`src/hw/rtl/tcw_pkg.sv`:
```
// Shared constants, types and address helper for the text console writer.
// No dependencies; every other file of the block but tcw_ram imports this package.
package tcw_pkg;

	localparam int COLUMNS        = 80;
	localparam int ROWS           = 25;
	localparam int TERMINALS      = 4;

	localparam int CELLS_PER_TERM = COLUMNS * ROWS;
	localparam int SHIFT_CELLS    = CELLS_PER_TERM - COLUMNS;
	localparam int TOTAL_CELLS    = CELLS_PER_TERM * TERMINALS;
	localparam int ADDR_W         = $clog2(TOTAL_CELLS);
	localparam int CNT_W          = $clog2(TOTAL_CELLS + 1);
	localparam int ROW_W          = $clog2(ROWS);
	localparam int COL_W          = $clog2(COLUMNS);
	localparam int TERM_W         = (TERMINALS > 1) ? $clog2(TERMINALS) : 1;

	localparam int KIND_W         = 3;
	localparam int TERM_IN_W      = 2;
	localparam int CHAR_W         = 8;
	localparam int NIB_W          = 4;
	localparam int ROW_IN_W       = 5;
	localparam int COL_IN_W       = 7;
	localparam int SEEK_W         = 32;
	localparam int POS_W          = 11;
	localparam int COLOUR_W       = 8;
	localparam int CELL_W         = 16;
	localparam int IN_DATA_W      = 64;
	localparam int OUT_DATA_W     = 40;

	localparam int SEEK_STEPS     = 2;
	localparam int SEEK_FOLDS     = 5;

	localparam logic [KIND_W-1:0] KIND_PUT    = 3'd0;
	localparam logic [KIND_W-1:0] KIND_WRITE  = 3'd1;
	localparam logic [KIND_W-1:0] KIND_READ   = 3'd2;
	localparam logic [KIND_W-1:0] KIND_COLOUR = 3'd3;
	localparam logic [KIND_W-1:0] KIND_CLEAR  = 3'd4;
	localparam logic [KIND_W-1:0] KIND_SEEK   = 3'd5;

	localparam logic [CHAR_W-1:0]   NEWLINE_CHAR = 8'd10;
	localparam logic [COLOUR_W-1:0] RESET_COLOUR = 8'h0F;

	typedef struct packed {
		logic capture;
		logic exec;
		logic read_capture;
		logic init_sweep;
		logic clear_sweep;
		logic scroll_sweep;
		logic seek_step;
		logic load_result;
	} tcw_cmd_t;

	typedef struct packed {
		logic op_read;
		logic op_clear;
		logic op_seek;
		logic do_scroll;
		logic cnt_last;
		logic out_free;
	} tcw_status_t;

	function automatic logic [ADDR_W-1:0] cell_addr(input int term, input int offset);
		cell_addr = ADDR_W'(term * CELLS_PER_TERM + offset);
	endfunction

endpackage

```
`src/hw/rtl/tcw_ctrl.sv`:
```
// Controller of the text console writer: sequences accept, execute, sweeps and result.
// Depends on tcw_pkg for the command and status structs.
module tcw_ctrl import tcw_pkg::*; (
	input  logic        clk,
	input  logic        arst_n,
	input  logic        in_valid,
	output logic        in_ready,
	input  tcw_status_t st,
	output tcw_cmd_t    cmd
);

	typedef enum logic [7:0] {
		ST_INIT   = 8'b0000_0001,
		ST_IDLE   = 8'b0000_0010,
		ST_EXEC   = 8'b0000_0100,
		ST_READ   = 8'b0000_1000,
		ST_SCROLL = 8'b0001_0000,
		ST_CLEAR  = 8'b0010_0000,
		ST_SEEK   = 8'b0100_0000,
		ST_DONE   = 8'b1000_0000
	} tcw_state_t;

	tcw_state_t state_q, state_d;

	assign in_ready = (state_q == ST_IDLE);

	always_comb begin
		cmd              = '0;
		cmd.capture      = (state_q == ST_IDLE) && in_valid;
		cmd.exec         = (state_q == ST_EXEC);
		cmd.read_capture = (state_q == ST_READ);
		cmd.init_sweep   = (state_q == ST_INIT);
		cmd.clear_sweep  = (state_q == ST_CLEAR);
		cmd.scroll_sweep = (state_q == ST_SCROLL);
		cmd.seek_step    = (state_q == ST_SEEK);
		cmd.load_result  = (state_q == ST_DONE) && st.out_free;
	end

	always_comb begin
		state_d = state_q;
		case (state_q)
			ST_INIT: begin
				if (st.cnt_last) state_d = ST_IDLE;
			end
			ST_IDLE: begin
				if (in_valid) state_d = ST_EXEC;
			end
			ST_EXEC: begin
				if (st.op_read) state_d = ST_READ;
				else if (st.op_clear) state_d = ST_CLEAR;
				else if (st.op_seek) state_d = ST_SEEK;
				else if (st.do_scroll) state_d = ST_SCROLL;
				else state_d = ST_DONE;
			end
			ST_READ: begin
				state_d = ST_DONE;
			end
			ST_SCROLL, ST_CLEAR, ST_SEEK: begin
				if (st.cnt_last) state_d = ST_DONE;
			end
			ST_DONE: begin
				if (st.out_free) state_d = ST_IDLE;
			end
			default: begin
				state_d = ST_INIT;
			end
		endcase
	end

	always_ff @(posedge clk or negedge arst_n) begin
		if (!arst_n) begin
			state_q <= ST_INIT;
		end else begin
			state_q <= state_d;
		end
	end

endmodule

```
`config.mk`:
```
export PLATFORM = sky130hd
export DESIGN_NAME = tcw_ctrl
export DESIGN_NICKNAME = d
export VERILOG_FILES = /design/src/hw/rtl/tcw_pkg.sv /design/src/hw/rtl/tcw_ctrl.sv
export SDC_FILE = /design/constraint.sdc
export NUM_CORES = 1
export LEC_CHECK = 0
export BUFFER_PORTS_ARGS = -buffer_cell sky130_fd_sc_hd__buf_2
export CORE_MARGIN = 3
export CORE_UTILIZATION = 35
export CTS_BUF_LIST = sky130_fd_sc_hd__clkbuf_8 sky130_fd_sc_hd__clkbuf_16
export CTS_CLUSTER_SIZE = 30
export DETAILED_ROUTE_END_ITERATION = 7
export PLACE_DENSITY = 0.63
export SYNTH_ARGS = -nofsm -noshare
export SYNTH_HDL_FRONTEND = slang
export SYNTH_SLANG_ARGS = --single-unit
```
`constraint.sdc`:
```
create_clock -name clk -period 2.98 [get_ports clk]
set_input_delay 0.447 -clock clk [delete_from_list [all_inputs] [get_ports clk]]
set_output_delay 0.447 -clock clk [all_outputs]
set_load 0.02 [all_outputs]
```
==> metrics.txt, run 1 <==
clk sinks 8; routed vias about 630; distinct cell type count after synthesis 31; post-synthesis sequential area ratio 30.1%; Layout Cells excl Fill 115; share of Yosys cell area claimed by the top area cell type between 20% and 30%; Int Pwr 0.000332 W; IR drop worst, VDD between 0.2 and 0.3 mV; status finished, final reports clean; unrepaired setup endpoints after global routing false; initial core utilization 37.9%; CTS Hold Buffers Added 0; overall power 0.000574 W; I/O pins 18; Routed WL 1440 um; die area 2470 um2; final hold viol count 0; post-placement cell count 111; final design utilization 45.1%; gr usage total 11.9%; Die Wd 49.7 um; per-cell routed wire length 12.6 um; H-tree levels 1; 1st-pass router iterations 4; Largest Register state_q; Resized cells post-CTS 0; fin area 796 um2; top flop regs state_q x8; Die Y ~50 um; Initial DRC Count 16; Skew-Pair Late Insertion Delay 0.23 ns; Mapped Nets 84; crit path capture type primary output; worst r2r dst state_q[1]; total power per unit cell area 721 nW/um2; FF-to-FF Start state_q[7]; antenna-violating nets left 0; root buf cell clkbuf_8; row cnt 15; EDFF count, synth 0; pin count of the biggest net entering global routing 13; Area Overhead vs Synth 18.9%; top_reg_cell synth dfrtp_1; critical path arrival roughly 1.8 ns; Comb pwr share 44.8%; FF+latch count, synth 8; I/O Buffers 17; CTS Buf Count 3; CTS tree built; # setup viols final 0; Seq pwr share 32.6%; R2R setup slack 1.18 ns; Ys Warns 0; Setup crit start kind flop; DP HPWL 1080 um; grt ovf 0; initial antenna violation count 0; maximum fanout along the worst path 11; Placeable Area 1760 um2; Mapped Cells 75; ant diodes 0; Leak Pwr 0.355 nW; first-pass GRT wire length 2240 um; Worst Path Required 2.53 ns; Rel. slew slack 65.4%; max-capacitance violation count 0; gpl congestion 0.772; Worst Hold Class primary input to asynchronous set/reset pin; R2R depth 5; Nets 100; Clock transition at path regs 0.04 ns; syn avg cell area 8.93 um2; switching pwr around 0.00024 W; Worst Skew 0.00947 ns; ys async rst share 100%; Vias/cell around 5.5; dominant cell type by area after synthesis dfrtp_1; fin crit share 74.6%; top cells by area, synth dfrtp_1 (26%), nor4b_1 (7.9%), nand2_1 (4.5%); Max Freq around 450 MHz; crit path time final 2.22 ns; Tightest Pin Transition 0.511 ns; Sw Ratio 42.2%; Post-CTS Setup Bufs 0; area post-placement 751 um2; vias in the first global route 507; Setup CP Type flop to primary output; fraction of layout cells with a size suffix above 1 32.2%; clk buf depth 2; Slew Limit Fails 0; Post-Syn Area 669 um2; Largest register FFs 8; drc violations 0; clock network power share 22.6%; setup TNS 0 ns
==> power by group through the flow <==
| stage | sequential (W) | combinational, W | clock (W) |
|---|---|---|---|
| detailed placement | 0.000188 | 0.000258 | 0 |
| global route | 0.000193 | 0.000280 | 0.000141 |
| floorplan | 0.000146 | 0.000246 | 0 |
| global placement | 0.000189 | 0.000255 | 0 |
| finish | 0.000187 | 0.000257 | 0.000130 |
| CTS | 0.000187 | 0.000259 | 0.000133 |
==> cells in the final DEF (no fill, tap or decap), types with 2 or more instances in the layout <==
master,n
and2_1,2
dfrtp_1,7
nor2_1,7
nand2_1,8
nand3_1,4
nor3_1,4
nor4b_2,2
a32o_1,2
xor2_1,2
clkbuf_8,3
nor4b_1,6
buf_2,17
o21ai_0,5
inv_1,4
==> cells by family after synthesis <==
group	synth area share, %
AOI/OAI and AO/OA	24.5
xor gates and xnor gates	2.62
buffers and inverters	6.92
DFF	30.1
and+or+nand+nor	35.9
==> layer usage <==
| metal | vias to the layer above | global-route usage [%] | share of wire, % |
|---|---|---|---|
| li1 | 309 | - | - |
| met1 | 294 | 15.9 | 51 |
| met2 | 21 | 17.2 | 42 |
| met3 | 4 | 2.11 | 4.6 |
| met4 | 0 | 8.29 | 2.1 |
| met5 | - | 0 | 0 |
==> critical path, cell delays in order, from the launching register on <==
cell and delay, ns:
dfrtp_1 0.49, nor4_2 0.45, nand3_1 0.16, nor2_1 0.22, buf_2 0.21
==> worst max-delay path by stage <==
stage | start | endpoint | cells past startpoint
3_3_place_gp | state_q[7] | cmd[1] | 4
5_1_grt | state_q[5] | cmd[6] | 4
4_1_cts | state_q[5] | cmd[7] | 5
3_5_place_dp | state_q[5] | cmd[7] | 5
2_1_floorplan | state_q[5] | cmd[7] | 5
6_report | state_q[4] | cmd[6] | 4
==> final cells by class <==
cell class,instances,area [um2]
clock buffer,3,41.3
clock inverter,1,3.75
fill,182,968
inverter,3,11.3
multi-input combinational,58,422
sequential,8,201
tap,25,31.3
timing repair buffer,17,85.1
==> cells in the mapped netlist (all sizes together), types with 2 or more instances <==
| cell type | number |
|---|---|
| nor4b | 8 |
| nand2b | 2 |
| a21oi | 2 |
| nor2 | 7 |
| xor2 | 2 |
| and2 | 2 |
| inv | 3 |
| nor4 | 2 |
| o21ai | 6 |
| nor3 | 4 |
| nand3 | 4 |
| nand2 | 8 |
| buf | 6 |
| dfrtp | 7 |
| a32o | 2 |
==> stage by stage <==
stage	setup slack, ns	hold slack (ns)
6_report	0.756	0.0510
5_1_grt	0.632	0.0537
4_1_cts	0.771	0.0531
3_5_place_dp	1.02	0.295
2_1_floorplan	0.808	0.151
3_3_place_gp	1.04	0.297
Power figures use the tool's default switching activity.
==> run 2: changes to the inputs <==
ABC_AREA = 1   (was unset)
PLACE_DENSITY = 0.64   (was 0.63)
clock period = 2.1 ns   (was 2.98 ns; I/O delays follow)
==> run 2 against run 1 <==
Effect of this change: clock power up 45%; clock-buffer cell count is the same; via count down 7.8%; clock skew down 0.0062 ns; final area decreased by 3.8%; critical path depth rose by 2; first-iteration DRC count is 75% lower; worst hold slack gained 0.29 ns; sequential share of layout area rose by 0.99 points; synthesized cell count is 15% higher; flip-flop and latch count is the same; critical path type unchanged; power increased by 28%.
==> metrics.txt, run 2 <==
Tightest Pin Transition around 0.24 ns; Placeable Area roughly 1600 um2; Mapped Cells 86; # setup viols final 0; grt ovf 0; row cnt 14; dominant cell type by area after synthesis dfrtp_1; Worst Path Required about 1.8 ns; I/O pins 18; gr usage total 14.4%; routed vias 579; Ys Warns 0; overall power 0.000736 W; H-tree levels 1; distinct cell type count after synthesis 17; fin area between 700 and 800 um2; Area Overhead vs Synth 26.4%; Setup crit start kind flop; Skew-Pair Late Insertion Delay 0.23 ns; 1st-pass router iterations 4; share of Yosys cell area claimed by the top area cell type a little under 30%; final hold viol count 0; fraction of layout cells with a size suffix above 1 between 30% and 40%; antenna-violating nets left 0; root buf cell clkbuf_8; Die Y about 48 um; initial antenna violation count 0; first-pass GRT wire length 2250 um; Setup CP Type flop to primary output; Hold Startpoint st[4]; most frequent cells in the layout nand2_1 (17), buf_2 (17), nor2_1 (15); max-capacitance violation count 0; EDFF count, synth 0; CTS tree built; Post-Syn Area just over 600 um2; Clock transition at path regs about 0.040 ns; drc violations 0; top cells by area, synth dfrtp_1 (29%), nand2_1 (11%), nor2_1 (9.3%); clk buf depth 2; commonest cells in the netlist nand2_1 (17), nor2_1 (15), inv_1 (13); FF+latch count, synth 8; unrepaired setup endpoints after global routing false; Leak Pwr between 0.4 and 0.5 nW; Vias/cell 4.67; CTS Buf Count 3; top_reg_cell synth dfrtp_1; pin count of the biggest net entering global routing 9; ant diodes 0; total power per unit cell area 961 nW/um2; Post-CTS Setup Bufs 0; FF-to-FF Start state_q[0]; critical path arrival 1.40 ns; critical path startpoint state_q[4]; Nets 118; status finished, final reports clean; Max Freq 583 MHz; Worst Hold Class primary input to flop; Mapped Nets 95; Routed WL 1310 um; Rel. slew slack 83.7%; Die Wd 47.6 um; setup TNS 0 ns; IR drop worst, VDD 0.607 mV; area post-placement 711 um2; DP HPWL roughly 1100 um; clk sinks 8; gpl congestion 0.750; Worst Skew ~0.0033 ns; crit path time final 1.71 ns; vias in the first global route 559; Initial DRC Count 4; top flop regs state_q x8; post-synthesis sequential area ratio 33.3%; syn avg cell area 7.04 um2; initial core utilization between 30% and 40%; maximum fanout along the worst path 5; fin crit share 81.6%; ys async rst share 100%; crit path capture type primary output; Largest Register state_q; most common cell in the synthesized netlist nand2_1; die area roughly 2300 um2; Largest register FFs 8; per-cell routed wire length 10.6 um; Slew Limit Fails 0; I/O Buffers 17
==> run 2: cell types whose count changed after synthesis, sizes merged, moves of 4 or more <==
| cell | before | now |
|---|---|---|
| buf | 6 | 0 |
| inv | 3 | 13 |
| nand2 | 8 | 23 |
| nand3 | 4 | 11 |
| nor2 | 7 | 25 |
| nor3 | 4 | 0 |
| nor4b | 8 | 0 |
| o21ai | 6 | 1 |
==> run 2: path summary, 6_finish.rpt <==
path | end | slack, ns | cells after the start
max | cmd[7] | 0.39 | 6
min | state_q[5] | 0.34 | 3
max reg2reg | state_q[4] | 0.67 | 9
min reg2reg | state_q[0] | 0.50 | 2
max in group asynchronous | state_q[0] | 1.36 | 2
min in group asynchronous | state_q[4] | 0.50 | 2
==> run 2: layer usage <==
layer  global-route usage (%)  vias to the layer above  routed length (um)
li1                         -                      310                   -
met1                     18.2                      253                 610
met2                     24.1                       14                 628
met3                     2.26                        2                  58
met4                     6.45                        0                  13
met5                        0                        -                   0
==> run 2: worst max-delay path, stage by stage (launching register included) <==
cell      delay [ns]
dfrtp_1         0.40
nor2_2          0.20
nand2_4         0.11
clkinv_2        0.07
nand3_1         0.11
nor2_1          0.10
buf_2           0.17
==> run 2: report_power, final <==
part / switching [W] / internal, W
clock network: 0.0000610 / 0.000127
registers: 0.0000281 / 0.000188
logic: 0.000217 / 0.000114
==> run 2: final cells by class <==
type / count / area, um2
Inverter: 15 / 62.6
Timing Repair Buffer: 18 / 95.1
Tap cell: 16 / 20.0
Fill cell: 158 / 793
Multi-Input combinational cell: 63 / 342
Clock buffer: 3 / 41.3
Sequential cell: 8 / 201
Clock inverter: 1 / 3.75
==> run 2: what timing repair did <==
action / 4_1_cts / 5_1_grt
resized for setup: 0 / 0
hold buffers: 1 / 0
endpoints found under the hold margin: 7 / 0
==> run 2: cells by family (layout without fill, tap and decap cells) <==
kind of cell    after synthesis  in the layout  synth area share, %
simple gates                 62             62                 55.6
buf+inv                      15             37                 10.3
flops                         8              8                 33.3
compound gates                1              1                0.826
==> run 2: per-stage QoR <==
step | util, % | hold WS (ns) | instances | setup WS, ns
finish | 49.1 | 0.340 | 124 | 0.386
global route | 49.1 | 0.364 | 124 | 0.260
CTS | 49.1 | 0.343 | 124 | 0.368
detailed placement | 45.6 | 0.167 | 119 | 0.614
global placement | 45.6 | 0.170 | 119 | 0.660
floorplan | - | 0.0194 | 86 | 0.638
==> run 3: changes to the inputs <==
PLACE_DENSITY = 0.66   (was 0.64)
clock period = 1.5 ns   (was 2.1 ns; I/O delays follow)
==> run 3 against run 2 <==
Effect of this change: the flow now finishes with violations (setup timing); utilization rose by 11 points; sequential power rose by 40%; critical path type unchanged; first-iteration DRC count rose to 3.3 times the previous value; critical endpoint unchanged.
==> metrics.txt, run 3 (same netlist as run 2, synthesis figures left out) <==
status complete, but fails checks; worst r2r dst state_q[6]; crit-path cells nor2_4, nand2_4, clkinv_4, nand3_4, nor2_1, buf_4; worst stage delay on the critical path 0.42 ns; R2R depth 10; I/O Buffers 17; max-capacitance violation count 0; Largest Register state_q; fin crit share 101%; hold endpoint state_q[3]; Initial DRC Count 13; gpl congestion 0.756; IR drop worst, VDD ~0.84 mV; Worst Hold Class primary input to flop; Routed WL approximately 1500 um; routed vias 640; most common cell after layout, fill and taps aside buf_4; H-tree levels 1; failing checks setup timing; clk buf depth 2; Comb pwr share 51.9%; Die Y between 40 and 50 um; I/O pins 18; Tightest Pin Transition between 0.2 and 0.3 ns; ant diodes 0; 1st-pass router iterations 4; clock network power share approximately 22%; Worst Path Required ~1.3 ns; Hold Crit Depth 3; antenna-violating nets left 0; register area roughly 200 um2; post-placement cell count approximately 120; Slew Limit Fails 0; Largest register FFs 8; R2R setup slack 0.05 ns; grt ovf 0; Fill cells 144; Nets 131; CTS Buf Count 3; row cnt 14; maximum fanout along the worst path 5; per-cell routed wire length roughly 11 um; Leak Pwr 0.523 nW; initial antenna violation count 0; final hold viol count 0; Rel. slew slack around 83%; crit path capture type primary output; drc violations 0; Final WS setup -0.0203 ns; Setup WS pre-CTS about 0.11 ns; Vias/cell 4.67; Clock transition at path regs 0.04 ns; CTS tree built; Setup CP Type flop to primary output; switching pwr 0.000482 W; fraction of layout cells with a size suffix above 1 50.4%; gr usage total around 15%; die area 2270 um2; Hold Startpoint st[5]; # setup viols final 4; pin count of the biggest net entering global routing 9; Setup crit start kind flop; DP HPWL 1050 um; Max Freq between 600 and 700 MHz; Sw Ratio 41.1%; Multi-input gate area 379 um2; Crit-path slowest cell dfrtp_1; crit path time final 1.52 ns; total power per unit cell area 1250 nW/um2; vias in the first global route 567; clk sinks 8; Seq pwr share 25.9%; first-pass GRT wire length 2330 um; Die Wd 47.6 um; most frequent cells in the layout buf_4 (17), nand2_1 (16), inv_1 (12), nor2_1 (12); critical path arrival ~1.3 ns; initial core utilization 38.8%; top flop regs state_q x8; Placeable Area 1560 um2; FF-to-FF Start state_q[0]; Int Pwr around 0.00069 W; root buf cell clkbuf_8; Worst Skew 0.000204 ns; unrepaired setup endpoints after global routing true; Area Overhead vs Synth 55.2%; Layout Cells excl Fill 137; Skew-Pair Late Insertion Delay about 0.22 ns
==> run 3: cell count changes in the layout (fill, tap and decap cells not counted), sizes merged <==
cell	delta
buf	+13
==> run 3: what timing repair did <==
| item | CTS | global route |
|---|---|---|
| hold endpoints to repair | 7 | 0 |
| setup buffers | 8 | 5 |
| hold buffers | 1 | 0 |
| setup endpoints to repair | 5 | 15 |
| pin swaps | 7 | 6 |
| cloned | 0 | 0 |
| resized for setup | 13 | 11 |
==> run 3: through the flow <==
step | total power, W | utilization, % | area [um2] | hold WS [ns] | setup TNS, ns
6_report | 0.00117 | 60.3 | 940 | 0.254 | -0.0494
5_1_grt | 0.00126 | 60.3 | 940 | 0.273 | -0.651
4_1_cts | 0.00110 | 55.9 | 871 | 0.259 | -0.0233
3_5_place_dp | 0.000773 | 45.6 | 711 | 0.0772 | 0
3_3_place_gp | 0.000771 | 45.6 | 711 | 0.0748 | 0
2_1_floorplan | 0.000667 | - | 606 | -0.0706 | 0
==> run 3: how the worst max path moves through the flow <==
| stage | start | to | slack [ns] | depth (start not counted) |
|---|---|---|---|---|
| after floorplan | state_q[4] | state_q[7] | 0.11 | 7 |
| after global placement | state_q[4] | cmd[7] | 0.11 | 6 |
| after detailed placement | state_q[4] | cmd[7] | 0.11 | 6 |
| after CTS | state_q[6] | cmd[2] | -0.01 | 5 |
| after global routing | state_q[5] | cmd[7] | -0.08 | 6 |
| final | state_q[5] | cmd[7] | -0.02 | 6 |
==> run 3: area by class of cell <==
type                    count  area share [%]
multi-input cells          63            40.3
repair buffers             31            24.2
flip-flops and latches      8            21.4
inverters                  15            7.06
clock buffers               3            4.39
well taps                  16            2.13
clock inverters             1           0.399
==> run 3: per-layer routing <==
metal / GRT usage (%) / vias up / part of all wire (%)
met3: 3.38 / 2 / 4.7
li1: - / 331 / -
met4: 4.84 / 0 / 1.4
met5: 0 / - / 0
met2: 26.7 / 19 / 50
met1: 17.6 / 288 / 44
==> run 3: power groups by stage <==
stage / clock, W / combinational, W / sequential [W]
global placement: 0 / 0.000470 / 0.000301
floorplan: 0 / 0.000371 / 0.000296
finish: 0.000260 / 0.000609 / 0.000304
global route: 0.000280 / 0.000670 / 0.000306
detailed placement: 0 / 0.000471 / 0.000302
CTS: 0.000264 / 0.000538 / 0.000300
==> run 3: worst max-delay path, delay by kind of cell, from the launching register on <==
family,cells,cell delay (ns)
DFF,1,0.42
and+or+nand+nor,4,0.45
buffers and inverters,2,0.21
